<file path="src/hw/rtl/pnsw_pkg.sv">
// ---------------------------------------------------------------------------
// pnsw_pkg: shared types and constants for the packed nibble span writer
// Command codes, register indexes and the control/status bundles that join
// the controller and the datapath.
// ---------------------------------------------------------------------------
package pnsw_pkg;

  localparam int unsigned KindW   = 3;
  localparam int unsigned PosXW   = 10;
  localparam int unsigned PosYW   = 9;
  localparam int unsigned ColorW  = 4;
  localparam int unsigned SpanW   = 11;
  localparam int unsigned PageW   = 8;
  localparam int unsigned OffsW   = 13;
  localparam int unsigned LenW    = 14;
  localparam int unsigned DataW   = 8;
  localparam int unsigned NibW    = 2;
  localparam int unsigned CursorW = 16;
  localparam int unsigned RegIdxW = 1;

  typedef enum logic [KindW-1:0] {
    KIND_POSITION = 3'd0,
    KIND_COLOR    = 3'd1,
    KIND_SPAN     = 3'd2,
    KIND_PIXEL    = 3'd3,
    KIND_INC_X    = 3'd4,
    KIND_DEC_X    = 3'd5,
    KIND_INC_Y    = 3'd6,
    KIND_DEC_Y    = 3'd7
  } kind_e;

  localparam logic [RegIdxW-1:0] REG_BYTES_PER_ROW = 1'b0;
  localparam logic [RegIdxW-1:0] REG_BASE_PAGE     = 1'b1;

  localparam logic [DataW-1:0] BYTES_PER_ROW_RST = 8'd160;

  localparam logic [NibW-1:0] NIB_LOW  = 2'd1;
  localparam logic [NibW-1:0] NIB_HIGH = 2'd2;
  localparam logic [NibW-1:0] NIB_BYTE = 2'd3;

  // run counter value of the fourth run, the last one a command may deliver
  localparam logic [1:0] LAST_RUN_IDX = 2'd3;

  typedef enum logic {
    ST_IDLE,
    ST_EMIT
  } state_e;

  typedef struct packed {
    logic load;  // take the input beat
    logic emit;  // produce one write run into the output register
  } cmd_t;

  typedef struct packed {
    logic item_emits;  // accepted command produces write runs
    logic out_free;    // output register can take a run this cycle
    logic run_last;    // run being produced ends the command
  } sts_t;

endpackage

</file>
<file path="src/hw/rtl/pnsw_ctrl.sv">
// ---------------------------------------------------------------------------
// pnsw_ctrl: command sequencer
// Two states: idle takes a beat, emit drives one write run per free cycle
// of the output register until the datapath flags the last run.
// ---------------------------------------------------------------------------
module pnsw_ctrl (
  input  logic           clk_i,
  input  logic           rst_ni,
  input  logic           in_valid_i,
  output logic           in_stall_o,
  input  pnsw_pkg::sts_t sts_i,
  output pnsw_pkg::cmd_t cmd_o
);
  import pnsw_pkg::*;

  state_e state_q, state_d;

  always_ff @(posedge clk_i or negedge rst_ni) begin
    if (!rst_ni) begin
      state_q <= ST_IDLE;
    end else begin
      state_q <= state_d;
    end
  end

  always_comb begin
    state_d    = state_q;
    cmd_o      = '0;
    in_stall_o = 1'b1;
    case (state_q)
      ST_IDLE: begin
        in_stall_o = 1'b0;
        cmd_o.load = in_valid_i;
        if (in_valid_i && sts_i.item_emits) begin
          state_d = ST_EMIT;
        end
      end
      ST_EMIT: begin
        cmd_o.emit = sts_i.out_free;
        if (sts_i.out_free && sts_i.run_last) begin
          state_d = ST_IDLE;
        end
      end
      default: begin
        state_d = ST_IDLE;
      end
    endcase
  end

endmodule

</file>
<file path="src/hw/rtl/pnsw_datapath.sv">
// ---------------------------------------------------------------------------
// pnsw_datapath: pen state, run splitter and output register
// Holds cursor, row offset, color and config; cuts a span into write runs,
// one run per emit command.
// ---------------------------------------------------------------------------
module pnsw_datapath #(
  parameter int unsigned PAGE_ADDR_BITS = 13
) (
  input  logic                                    clk_i,
  input  logic                                    rst_ni,
  input  pnsw_pkg::cmd_t                          cmd_i,
  output pnsw_pkg::sts_t                          sts_o,
  input  logic                                    cfg_we_i,
  input  logic [pnsw_pkg::RegIdxW-1:0]            cfg_idx_i,
  input  logic [pnsw_pkg::DataW-1:0]              cfg_wdata_i,
  input  logic [pnsw_pkg::KindW-1:0]              kind_i,
  input  logic [pnsw_pkg::PosXW-1:0]              pos_x_i,
  input  logic [pnsw_pkg::PosYW-1:0]              pos_y_i,
  input  logic [pnsw_pkg::ColorW-1:0]             pen_color_i,
  input  logic signed [pnsw_pkg::SpanW-1:0]       span_count_i,
  output logic                                    out_valid_o,
  input  logic                                    out_stall_i,
  output logic [pnsw_pkg::PageW-1:0]              page_o,
  output logic [pnsw_pkg::OffsW-1:0]              page_offset_o,
  output logic [pnsw_pkg::LenW-1:0]               byte_length_o,
  output logic [pnsw_pkg::DataW-1:0]              write_data_o,
  output logic [pnsw_pkg::NibW-1:0]               nibble_enable_o,
  output logic                                    last_o
);
  import pnsw_pkg::*;

  localparam int unsigned PageSizeInt = 1 << PAGE_ADDR_BITS;
  localparam logic [PAGE_ADDR_BITS:0] PageBytes = PageSizeInt[PAGE_ADDR_BITS:0];
  localparam int unsigned HalfW = SpanW - 1;

  // config
  logic [DataW-1:0] bpr_q, base_q;

  // pen state
  logic [CursorW-1:0] cursor_q, cursor_d;
  logic [CursorW-1:0] row_q, row_d;
  logic [DataW-1:0]   color_q, color_d;

  // span progress
  logic [SpanW-1:0] count_q, count_d;
  logic [1:0]       runs_q, runs_d;
  logic             pix_q, pix_d;

  // output register
  logic              out_valid_q;
  logic [PageW-1:0]  page_q;
  logic [OffsW-1:0]  offs_q;
  logic [LenW-1:0]   len_q;
  logic [DataW-1:0]  data_q;
  logic [NibW-1:0]   nib_q;
  logic              last_q;

  kind_e kind;
  assign kind = kind_e'(kind_i);

  // ---- current run ----
  logic [CursorW-1:0]      start;
  logic [31:0]             start_w;
  logic [PAGE_ADDR_BITS:0] room;
  logic [16:0]             room17, half17;
  logic [HalfW-1:0]        half, run_len;
  logic [SpanW-1:0]        adv, rem;
  logic [NibW-1:0]         run_nib;
  logic                    run_last;
  logic [PageW-1:0]        run_page;
  logic [OffsW-1:0]        run_offs;

  assign start   = row_q + {cursor_q[CursorW-1], cursor_q[CursorW-1:1]};
  assign start_w = 32'(start);
  assign room    = PageBytes - {1'b0, start[PAGE_ADDR_BITS-1:0]};
  assign room17  = 17'(room);
  assign half    = count_q[SpanW-1:1];
  assign half17  = 17'(half);
  assign run_page = base_q + start_w[PAGE_ADDR_BITS +: PageW];
  assign run_offs = 13'(start_w & (32'(PageSizeInt) - 32'd1));

  always_comb begin
    run_len = HalfW'(1);
    adv     = SpanW'(1);
    run_nib = NIB_HIGH;
    if (pix_q) begin
      run_nib = cursor_q[0] ? NIB_LOW : NIB_HIGH;
    end else if (cursor_q[0]) begin
      run_nib = NIB_LOW;
    end else if (count_q > SpanW'(1)) begin
      run_nib = NIB_BYTE;
      run_len = (half17 > room17) ? room17[HalfW-1:0] : half;
      adv     = {run_len, 1'b0};
    end
  end

  assign rem      = count_q - adv;
  assign run_last = pix_q || (rem == '0) || (runs_q == LAST_RUN_IDX);

  // ---- state update ----
  logic [SpanW-1:0] span_u, neg_mag;
  logic [16:0]      prod;

  assign span_u  = $unsigned(span_count_i);
  assign neg_mag = ~span_u + SpanW'(1);
  assign prod    = {8'b0, pos_y_i} * {9'b0, bpr_q};

  always_comb begin
    cursor_d = cursor_q;
    row_d    = row_q;
    color_d  = color_q;
    count_d  = count_q;
    runs_d   = runs_q;
    pix_d    = pix_q;
    if (cmd_i.load) begin
      runs_d = '0;
      pix_d  = 1'b0;
      case (kind)
        KIND_POSITION: begin
          row_d    = prod[CursorW-1:0];
          cursor_d = CursorW'(pos_x_i);
        end
        KIND_COLOR: color_d = {pen_color_i, pen_color_i};
        KIND_SPAN: begin
          if (span_u[SpanW-1]) begin
            count_d  = neg_mag;
            cursor_d = cursor_q - CursorW'(neg_mag);
          end else begin
            count_d = span_u;
          end
        end
        KIND_PIXEL: pix_d = 1'b1;
        KIND_INC_X: cursor_d = cursor_q + CursorW'(1);
        KIND_DEC_X: cursor_d = cursor_q - CursorW'(1);
        KIND_INC_Y: row_d = row_q + CursorW'(bpr_q);
        KIND_DEC_Y: row_d = row_q - CursorW'(bpr_q);
        default: ;
      endcase
    end else if (cmd_i.emit && !pix_q) begin
      runs_d = runs_q + 2'd1;
      if (runs_q == LAST_RUN_IDX) begin
        // runs past the fourth are dropped; cursor skips the rest of the span
        cursor_d = cursor_q + CursorW'(count_q);
        count_d  = '0;
      end else begin
        cursor_d = cursor_q + CursorW'(adv);
        count_d  = rem;
      end
    end
  end

  always_ff @(posedge clk_i or negedge rst_ni) begin
    if (!rst_ni) begin
      bpr_q    <= BYTES_PER_ROW_RST;
      base_q   <= '0;
      cursor_q <= '0;
      row_q    <= '0;
      color_q  <= '0;
      count_q  <= '0;
      runs_q   <= '0;
      pix_q    <= 1'b0;
    end else begin
      if (cfg_we_i) begin
        case (cfg_idx_i)
          REG_BYTES_PER_ROW: bpr_q <= cfg_wdata_i;
          REG_BASE_PAGE:     base_q <= cfg_wdata_i;
          default: ;
        endcase
      end
      cursor_q <= cursor_d;
      row_q    <= row_d;
      color_q  <= color_d;
      count_q  <= count_d;
      runs_q   <= runs_d;
      pix_q    <= pix_d;
    end
  end

  // ---- output register ----
  always_ff @(posedge clk_i or negedge rst_ni) begin
    if (!rst_ni) begin
      out_valid_q <= 1'b0;
    end else if (cmd_i.emit) begin
      out_valid_q <= 1'b1;
    end else if (!out_stall_i) begin
      out_valid_q <= 1'b0;
    end
  end

  always_ff @(posedge clk_i) begin
    if (cmd_i.emit) begin
      page_q <= run_page;
      offs_q <= run_offs;
      len_q  <= LenW'(run_len);
      data_q <= color_q;
      nib_q  <= run_nib;
      last_q <= run_last;
    end
  end

  assign out_valid_o     = out_valid_q;
  assign page_o          = page_q;
  assign page_offset_o   = offs_q;
  assign byte_length_o   = len_q;
  assign write_data_o    = data_q;
  assign nibble_enable_o = nib_q;
  assign last_o          = last_q;

  assign sts_o.item_emits = (kind == KIND_PIXEL) ||
                            ((kind == KIND_SPAN) && (span_u != '0));
  assign sts_o.out_free   = !out_valid_q || !out_stall_i;
  assign sts_o.run_last   = run_last;

  // ---- checks ----
  a_emit_fills: assert property (@(posedge clk_i) disable iff (!rst_ni)
    cmd_i.emit |=> out_valid_q)
    else $error("emitted run did not reach the output register");

  a_span_nonempty: assert property (@(posedge clk_i) disable iff (!rst_ni)
    (cmd_i.emit && !pix_q) |-> (count_q != '0))
    else $error("span run emitted with no pixels left");

  a_fourth_is_last: assert property (@(posedge clk_i) disable iff (!rst_ni)
    (cmd_i.emit && (runs_q == LAST_RUN_IDX)) |-> run_last)
    else $error("fourth run not marked last");

  a_load_emit_excl: assert property (@(posedge clk_i) disable iff (!rst_ni)
    !(cmd_i.load && cmd_i.emit))
    else $error("load and emit in the same cycle");

endmodule

</file>
<file path="src/hw/rtl/packed_nibble_span_writer.sv">
// ---------------------------------------------------------------------------
// packed_nibble_span_writer: 4bpp packed framebuffer raster engine
// Turns pen commands into paged memory-write runs with nibble enables.
// ---------------------------------------------------------------------------
// Commands arrive one beat at a time. Position, color and step commands
// produce no beats. A set-pixel command produces one write beat; a span
// produces one to four beats (odd leading nibble, whole byte runs cut at
// page edges, even trailing nibble), one per cycle in which the output
// register is free. An item that writes therefore stalls the input while
// its runs (up to 4 for a span) are produced and during any output stall;
// the sequencer handles one item at a time, and the next item may enter
// while the last run of the previous one still waits in the output
// register. If a span needs more than four runs (small pages), the fourth
// is marked last and the cursor still moves over the whole span. Even x
// addresses the high nibble, odd x the low one. Config (row stride, base
// page) must only be written while the block is idle.
// ---------------------------------------------------------------------------
module packed_nibble_span_writer #(
  parameter int unsigned PAGE_ADDR_BITS = 13
) (
  input  logic                                clk_i,
  input  logic                                rst_ni,
  // config write port
  input  logic                                cfg_we_i,
  input  logic [pnsw_pkg::RegIdxW-1:0]        cfg_idx_i,
  input  logic [pnsw_pkg::DataW-1:0]          cfg_wdata_i,
  // command channel
  input  logic                                in_valid_i,
  output logic                                in_stall_o,
  input  logic [pnsw_pkg::KindW-1:0]          kind_i,
  input  logic [pnsw_pkg::PosXW-1:0]          pos_x_i,
  input  logic [pnsw_pkg::PosYW-1:0]          pos_y_i,
  input  logic [pnsw_pkg::ColorW-1:0]         pen_color_i,
  input  logic signed [pnsw_pkg::SpanW-1:0]   span_count_i,
  // write-run channel
  output logic                                out_valid_o,
  input  logic                                out_stall_i,
  output logic [pnsw_pkg::PageW-1:0]          page_o,
  output logic [pnsw_pkg::OffsW-1:0]          page_offset_o,
  output logic [pnsw_pkg::LenW-1:0]           byte_length_o,
  output logic [pnsw_pkg::DataW-1:0]          write_data_o,
  output logic [pnsw_pkg::NibW-1:0]           nibble_enable_o,
  output logic                                last_o
);
  import pnsw_pkg::*;

  cmd_t cmd;  // sequencer -> datapath
  sts_t sts;  // datapath -> sequencer

  // sequencer: idle/emit, owns the input stall
  pnsw_ctrl u_ctrl (
    .clk_i      (clk_i),
    .rst_ni     (rst_ni),
    .in_valid_i (in_valid_i),
    .in_stall_o (in_stall_o),
    .sts_i      (sts),
    .cmd_o      (cmd)
  );

  // datapath: pen state, run splitting, output register
  pnsw_datapath #(
    .PAGE_ADDR_BITS (PAGE_ADDR_BITS)
  ) u_dp (
    .clk_i           (clk_i),
    .rst_ni          (rst_ni),
    .cmd_i           (cmd),
    .sts_o           (sts),
    .cfg_we_i        (cfg_we_i),
    .cfg_idx_i       (cfg_idx_i),
    .cfg_wdata_i     (cfg_wdata_i),
    .kind_i          (kind_i),
    .pos_x_i         (pos_x_i),
    .pos_y_i         (pos_y_i),
    .pen_color_i     (pen_color_i),
    .span_count_i    (span_count_i),
    .out_valid_o     (out_valid_o),
    .out_stall_i     (out_stall_i),
    .page_o          (page_o),
    .page_offset_o   (page_offset_o),
    .byte_length_o   (byte_length_o),
    .write_data_o    (write_data_o),
    .nibble_enable_o (nibble_enable_o),
    .last_o          (last_o)
  );

endmodule
</file>
<file path="config.mk">
export PLATFORM = sky130hd
export DESIGN_NAME = packed_nibble_span_writer
export DESIGN_NICKNAME = d
export VERILOG_FILES = /design/src/hw/rtl/pnsw_pkg.sv /design/src/hw/rtl/pnsw_ctrl.sv /design/src/hw/rtl/pnsw_datapath.sv /design/src/hw/rtl/packed_nibble_span_writer.sv
export SDC_FILE = /design/constraint.sdc
export NUM_CORES = 1
export LEC_CHECK = 0
export ABC_AREA = 1
export BUFFER_PORTS_ARGS = -buffer_cell sky130_fd_sc_hd__buf_2
export CAP_MARGIN = 20
export CORE_AREA = 2 2 171 173
export CTS_CLUSTER_DIAMETER = 80
export DETAILED_ROUTE_END_ITERATION = 8
export DIE_AREA = 0 0 173 175
export PLACE_DENSITY_LB_ADDON = 0.3
export SYNTH_ARGS = -nofsm -noshare
export SYNTH_HDL_FRONTEND = slang
export SYNTH_SLANG_ARGS = --single-unit
</file>
<file path="constraint.sdc">
create_clock -name clk_i -period 6.63 [get_ports clk_i]
set_input_delay 1.326 -clock clk_i [delete_from_list [all_inputs] [get_ports clk_i]]
set_output_delay 1.326 -clock clk_i [all_outputs]
set_load 0.01 [all_outputs]
</file>
; Word level (Yosys, flattened, before mapping)
; Index checks and enable logic that the tools add are counted.
[totals]
word_cells = 101
input_bits = 51
mem_bits_ro = 0
ramBits = 0
mem_count = 0
latch_bits = 0
out_inout_bits = 48
reg_bits = 114
[op_classes]
n_reduce_logical = 23
multipliers = 1
eq_ne = 12
magnitude_cmp = 2
bitwise = 4
shift = 0
muxes = 30
div_mod_pow = 0
n_addsub = 13
[ops]
columns = operator, count
row1 = two-way mux 11 bit, 8
row2 = two-way mux 16 bit, 4
row3 = case mux 16 bit (4 select lines), 1
row4 = case mux 16 bit (3 select lines), 1
row5 = adder 16 x 11 -> 16 bit, 2
row6 = "adder 16 x 1 -> 16 bit, second input constant", 1
row7 = adder 16 bit, 1
row8 = adder 16 x 8 -> 16 bit, 1
row9 = multiplier 9 x 8 -> 16 bit, 1
row10 = "subtractor 16 x 1 -> 16 bit, second input constant", 1
row11 = subtractor 16 x 11 -> 16 bit, 1
row12 = subtractor 16 x 8 -> 16 bit, 1
row13 = > comparator 10 x 14 -> 1 bit, 1
row14 = "subtractor 14 x 13 -> 14 bit, first input constant", 1
row15 = "== test 3 bit, second input constant", 4
row16 = "adder 11 x 1 -> 11 bit, second input constant", 1
row17 = "> comparator 11 x 1 -> 1 bit, second input constant", 1
row18 = zero test 11 bit, 1
row19 = NOT 11 bit, 1
row20 = nonzero test 11 bit, 1
row21 = subtractor 11 bit, 1
row22 = two-way mux 10 bit, 1
row23 = two-way mux 2 bit, 5
row24 = AND reduction 2 bit, 5
row25 = other kinds (19), 39

; Logic depth before layout (Yosys ltp)
[depth]
word_depth = 14
mapped_depth = 48

; By module
; A second synthesis with hierarchy kept.
[unflattened]
hier_cells = 1554
hier_area_um2 = 11380.9
[by_module_without_submodules]
columns = module, seq_area_each_um2, instances, area_per_inst_um2, cells_per_inst
row1 = pnsw_datapath, 2820.2, 1, 11320.9, 1544
row2 = pnsw_ctrl, 25.0, 1, 60.1, 10

; Worst setup path before layout
; OpenSTA, ideal clock, no wires.
[synth_path]
kind = register -> register
startpoint = register u_dp.cursor_q[1]
endpoint = register u_dp.cursor_q[13]
path_buffers = 0
setup_ps = 66
period_less_slack_ps = 5421
arrival_time_ps = 5356
setup_slack_ps = 1209
path_stages_with_launch = 42
cell_sequence = dfrtp_1 > ha_1 > inv_1 > fa_1 > ha_1 > inv_1 > nor2_2 > nand3_2 > nor2_2 > nand2_2 > nor2_4 > xor2_1 > ha_1 > nand4_1 > inv_1 > nand4_1 > a21boi_0 > nand2_1 > (+6 left out) > ha_1 > nand3_1 > nand3_1 > inv_1 > nor2_1 > o21ai_1 > nand2_1 > nand2_1 > nand2_1 > inv_1 > o21a_1 > o21ai_1 > nand2_1 > nand2_1 > nand2_1 > o21ai_1 > nand2_1 > nand2_1
[synth_via]
elab_chain_len = 11
elab_cells_between_ends = 17
cone_classes = 7 x add/sub / 1 x order compare / 9 x mux
[synth_rtl]
columns = element, line
row1 = from (decl), pnsw_datapath.sv:40  ; logic [CursorW-1:0] cursor_q, cursor_d;
row2 = from (signal assigned), pnsw_datapath.sv:170  ; cursor_q <= cursor_d;
row3 = adder 16 bit, pnsw_datapath.sv:73  ; assign start = row_q + {cursor_q[CursorW-1], cursor_q[CursorW-1:1]};
row4 = subtractor 14 x 13 -> 14 bit, pnsw_datapath.sv:75  ; assign room = PageBytes - {1'b0, start[PAGE_ADDR_BITS-1:0]};
row5 = > comparator 10 x 14 -> 1 bit, pnsw_datapath.sv:92  ; run_len = (half17 > room17) ? room17[HalfW-1:0] : half;
row6 = two-way mux 10 bit, pnsw_datapath.sv:92
row7 = two-way mux 11 bit, pnsw_datapath.sv:90  ; end else if (count_q > SpanW'(1)) begin
row8 = two-way mux 11 bit, pnsw_datapath.sv:88  ; end else if (cursor_q[0]) begin
row9 = two-way mux 11 bit, pnsw_datapath.sv:86  ; if (pix_q) begin
row10 = adder 16 x 11 -> 16 bit, pnsw_datapath.sv:146  ; cursor_d = cursor_q + CursorW'(adv);
row11 = two-way mux 16 bit, pnsw_datapath.sv:141  ; if (runs_q == LAST_RUN_IDX) begin
row12 = two-way mux 16 bit, pnsw_datapath.sv:139  ; end else if (cmd_i.emit && !pix_q) begin
row13 = two-way mux 16 bit (*), pnsw_datapath.sv:115  ; if (cmd_i.load) begin
; Every way passes the cells marked *; elsewhere a longest branch is shown, timed or not. The select of a mux whose other input is x is not followed.
; A chain may end at the register's enable or synchronous reset.

; Worst setup path after layout
[layout_path]
startpoint = register u_dp.cursor_q[1]
endpoint = register u_ctrl.state_q
[layout_via]
elab_chain_len = 14
[layout_rtl]
columns = element, line
row1 = adder 16 bit (*), pnsw_datapath.sv:73
row2 = subtractor 14 x 13 -> 14 bit (*), pnsw_datapath.sv:75
row3 = > comparator 10 x 14 -> 1 bit, pnsw_datapath.sv:92
row4 = two-way mux 10 bit (*), pnsw_datapath.sv:92
row5 = two-way mux 11 bit (*), pnsw_datapath.sv:90
row6 = two-way mux 11 bit (*), pnsw_datapath.sv:88
row7 = two-way mux 11 bit (*), pnsw_datapath.sv:86
row8 = subtractor 11 bit (*), pnsw_datapath.sv:97  ; assign rem = count_q - adv;
row9 = zero test 11 bit (*), pnsw_datapath.sv:98  ; assign run_last = pix_q || (rem == '0) || (runs_q == LAST_RUN_IDX);
row10 = logical OR 1 bit (*) (2 in a row), pnsw_datapath.sv:98
row11 = via u_dp.run_last, pnsw_datapath.sv:69  ; logic run_last;
row12 = logical AND 1 bit (*), pnsw_ctrl.sv:40  ; if (sts_i.out_free && sts_i.run_last) begin
row13 = two-way mux 1 bit (*), pnsw_ctrl.sv:40
row14 = case mux 1 bit (2 select lines) (*), pnsw_ctrl.sv:30  ; case (state_q)
row15 = via u_ctrl.state_d, pnsw_ctrl.sv:16  ; state_e state_q, state_d;
row16 = to (signal assigned), pnsw_ctrl.sv:22  ; state_q <= state_d;
row17 = to (decl), pnsw_ctrl.sv:16
; The timed path passes the listed nets; every way through them passes the cells marked *.

==> impl_metrics.env <==
export IMPL_synth_compound_area_share_pct=13.8
export IMPL_die_y_um=175
export IMPL_htreeDepth=3
export IMPL_leakagePower_nw=6.49
export IMPL_yosys_area_share_simple_pct=23.1
export IMPL_critPathKind="flop to flop"
export IMPL_gr_usage_met2_pct=32.3
export IMPL_dp_hpwl_mm=22.5
export IMPL_drive_gt1_share_pct=10.4
export IMPL_slowest_delay_ps=460
export IMPL_areaGrowthSynthToFinish_pct=9.85
export IMPL_totalWireLength_mm=28.3
export IMPL_cpMostUsedCell="nand2_1"
export IMPL_timing_reg2reg_setup_slack_ps=720
export IMPL_clockBufferDepth=2
export IMPL_synth_edff_count=38
export IMPL_min_period_ps=5910
export IMPL_setup_tns_ps=0
export IMPL_gr_max_usage_layer="met2"
export IMPL_use_met3_pct=2.31
export IMPL_drt_pass1_iter_count=6
export IMPL_hold_violations=0
export IMPL_synth_seq_area_share_pct=25.3
export IMPL_critical_path_endpoint="u_ctrl.state_q$_DFF_PN0_"
export IMPL_syn_avg_cell_area_um2=7.30
export IMPL_fin_worst_skew_ps=14.9
export IMPL_worstReg2RegStart="u_dp.cursor_q[1]$_DFFE_PN0P_"
export IMPL_cp_slowest_cell="dfrtp_2"
export IMPL_root_buffer="clkbuf_16"
export IMPL_report_final_setup_viol=0
export IMPL_grt_use_total_pct=19.0
export IMPL_grt_max_degree=69
export IMPL_tightest_slew_ps=955
export IMPL_num_vias=10094
export IMPL_rows=62
export IMPL_drv_cap=0
export IMPL_vdd_drop_max_mv=0.258
export IMPL_synth_seq_cells=106
export IMPL_gp_congestion=0.921
export IMPL_clock_latency_ps=370
export IMPL_io_pins=99
export IMPL_synth_ff_type="dfrtp_1"
export IMPL_critPathLaunch="u_dp.cursor_q[1]$_DFFE_PN0P_"
export IMPL_antenna_found_initial=0
export IMPL_fmax_mhz=169
export IMPL_rsz0062_at_grt="false"
export IMPL_tritoncts="yes"
export IMPL_yosys_warnings=0
export IMPL_p_sw_w=0.00366
export IMPL_grt_met1_usage_pct=25.8
export IMPL_status="completed"
export IMPL_finalWorstSetupSlack_ps=720
export IMPL_cts_clk_slew_worst_paths_ps=90
export IMPL_die_w_um=173
export IMPL_grt_pass1_vias=9655
export IMPL_reg2reg_depth=45
export IMPL_post_cts_buffers=0
export IMPL_synth_mux_area_share_pct=0.490
export IMPL_cts_buffers=9
export IMPL_viasPerCell=5.06
export IMPL_hold_class="flop to flop"
export IMPL_portBuffers=94
export IMPL_synth_cell_type_count=51
export IMPL_nets=1822
export IMPL_crit_arrival_ps=6170
export IMPL_power_density_mw_per_mm2=553
export IMPL_combPwrFrac_pct=72.2
export IMPL_clockPowerShare_pct=8.3
export IMPL_slew_viol_final=0
export IMPL_internal_power_w=0.00316
export IMPL_synth_fa_ha_area_share_pct=21.7
export IMPL_p_seq_share_pct=19.5
export IMPL_die_area_mm2=0.0303
export IMPL_async_reset_ff_share_pct=64.2
export IMPL_synth_top_family_by_area="simple AND/OR/NAND/NOR gates"
export IMPL_n_fill_cell=2972
export IMPL_syn_inst=1538
export IMPL_insertedDiodeCount=0
export IMPL_drtIter0Drc=765
export IMPL_fin_crit_sh_pct=89.1
export IMPL_cp_data_required_time_ps=6890
export IMPL_grt_pass1_wl_mm=47.3
export IMPL_r2r_end="u_ctrl.state_q$_DFF_PN0_"
export IMPL_grt_overflow_total=0
export IMPL_synth_xor_area_share_pct=4.99
export IMPL_crit_fanout=11
export IMPL_p_sw_share_pct=53.6
export IMPL_start_util_pct=39.6
export IMPL_drc=0
export IMPL_drt_wirelength_per_cell_um=14.2
export IMPL_netlist_area_mm2=0.0112
export IMPL_cp_start_kind="flop"
export IMPL_clock_sinks=106
export IMPL_crit_path_end_kind="flop"
export IMPL_fp_coreArea_mm2=0.0284
export IMPL_preCtsSetupSlack_ps=469
export IMPL_final_antenna_net_count=0
export IMPL_slew_headroom_pct=36.3
## worst max-delay path, delay by kind of cell, from the launching register on
| family | cells | cell delay, ps |
|---|---|---|
| AOI/OAI and AO/OA | 5 | 710 |
| buffers and inverters | 5 | 500 |
| DFF | 1 | 460 |
| xor gates and xnor gates | 1 | 150 |
| and+or+nand+nor | 30 | 2670 |
| adders and majority gates | 4 | 1290 |
## worst min path at each step
| stage | startpoint | to | slack (ps) | cells after the start |
|---|---|---|---|---|
| 3_5_place_dp | u_dp.color_q[6]$_DFFE_PN0P_ | u_dp.write_data_o[6]$_DFFE_PP_ | 430 | 0 |
| 6_report | u_dp.color_q[6]$_DFFE_PN0P_ | u_dp.write_data_o[6]$_DFFE_PP_ | 450 | 0 |
| 4_1_cts | u_dp.color_q[6]$_DFFE_PN0P_ | u_dp.write_data_o[6]$_DFFE_PP_ | 450 | 0 |
| 5_1_grt | u_dp.color_q[3]$_DFFE_PN0P_ | u_dp.write_data_o[3]$_DFFE_PP_ | 470 | 0 |
| 3_3_place_gp | u_dp.color_q[6]$_DFFE_PN0P_ | u_dp.write_data_o[6]$_DFFE_PP_ | 430 | 0 |
| 2_1_floorplan | u_dp.color_q[3]$_DFFE_PN0P_ | u_dp.write_data_o[3]$_DFFE_PP_ | 420 | 0 |
## repair_timing
| item | CTS | global route |
|---|---|---|
| hold buffers | 0 | 0 |
| resized for setup | 0 | 5 |
| setup endpoints to repair | 0 | 7 |
## stage by stage
step	utilization [%]	std cells	hold WS, ps	cell area [µm²]	total power, W
6_report	43.5	1993	452	12300	0.00682
5_1_grt	43.5	1993	468	12300	0.00760
4_1_cts	43.4	1993	453	12300	0.00682
3_5_place_dp	42.3	1977	433	12000	0.00620
3_3_place_gp	42.3	1977	426	12000	0.00613
2_1_floorplan	-	1541	419	11200	0.00503
## power groups by stage
stage | Sequential [W] | Clock, W | Combinational, W
finish | 0.00133 | 0.000568 | 0.00492
global route | 0.00137 | 0.000607 | 0.00563
CTS | 0.00134 | 0.000582 | 0.00490
detailed placement | 0.00135 | 0 | 0.00485
global placement | 0.00134 | 0 | 0.00479
floorplan | 0.00130 | 0 | 0.00373
## synthesized netlist by cell type (11+ instances only)
master | instances | area (µm²)
xnor2_1 | 24 | 210
nand4_1 | 12 | 75.1
dfrtp_1 | 66 | 1650
ha_1 | 120 | 1500
edfxtp_1 | 38 | 1140
nand2_2 | 12 | 75.1
clkbuf_1 | 30 | 113
nand3_1 | 72 | 360
inv_1 | 245 | 920
nor3_1 | 13 | 65.1
xor2_1 | 40 | 350
fa_1 | 47 | 941
a21oi_1 | 107 | 536
a31oi_1 | 21 | 131
o21ai_0 | 97 | 485
o21ai_1 | 11 | 55.1
nor2_1 | 100 | 375
nand2_1 | 372 | 1400
## final cells by class
type	count	area [µm²]	share of cell area, %
Timing Repair Buffer	101	526	4.26
Tap cell	384	480	3.89
Multi-Input combinational cell	1133	7230	58.6
Clock buffer	9	225	1.83
Inverter	253	950	7.70
Clock inverter	7	86.3	0.700
Sequential cell	106	2850	23.1
## placed cells by master, fill, tap and decap left out, types with 4 or more instances in the layout
cell type / n
nand4_1: 12
a21o_1: 6
nand2_4: 4
buf_2: 93
nand3_1: 72
a21oi_1: 106
nand2_2: 12
nand2_1: 372
fa_1: 47
mux2_2: 4
inv_2: 4
xor2_1: 40
clkbuf_16: 9
o21bai_1: 6
nand3_2: 5
nor3_1: 13
inv_1: 245
xnor2_1: 24
o21ai_1: 13
buf_4: 8
edfxtp_1: 38
ha_1: 120
o31ai_1: 5
dfrtp_1: 65
nor2_1: 100
or2_2: 9
inv_8: 4
clkinv_1: 4
o22ai_1: 6
o21a_1: 7
a31oi_1: 21
conb_1: 4
o21ai_0: 94
## routing by layer
metal | up-vias | part of all wire [%]
li1 | 5108 | -
met1 | 4684 | 47
met2 | 265 | 47
met3 | 37 | 4.8
met4 | 0 | 1.5
met5 | - | 0
## logic make-up after synthesis
family	after synthesis
AO/OA/AOI/OAI	281
XOR/XNOR	64
adder cells (fa/ha/maj)	167
buffers and inverters	302
flip-flops	106
multiplexers	5
other	1
AND/OR/NAND/NOR	612
## registers in the layout, indices dropped and copies added (netlist names)
| signal | cells |
|---|---|
| u_dp.bpr_q | 8 |
| u_dp.page_o | 8 |
| u_dp.runs_q | 2 |
| u_dp.color_q | 4 |
| u_ctrl.state_q | 1 |
| u_dp.cursor_q | 16 |
| u_dp.out_valid_o | 1 |
| u_dp.nibble_enable_o | 2 |
| u_dp.last_o | 1 |
| u_dp.pix_q | 1 |
| u_dp.base_q | 8 |
| u_dp.row_q | 16 |
| u_dp.write_data_o | 4 |
| u_dp.page_offset_o | 13 |
| u_dp.byte_length_o | 10 |
| u_dp.count_q | 11 |
(Power assumes the default switching activity.)
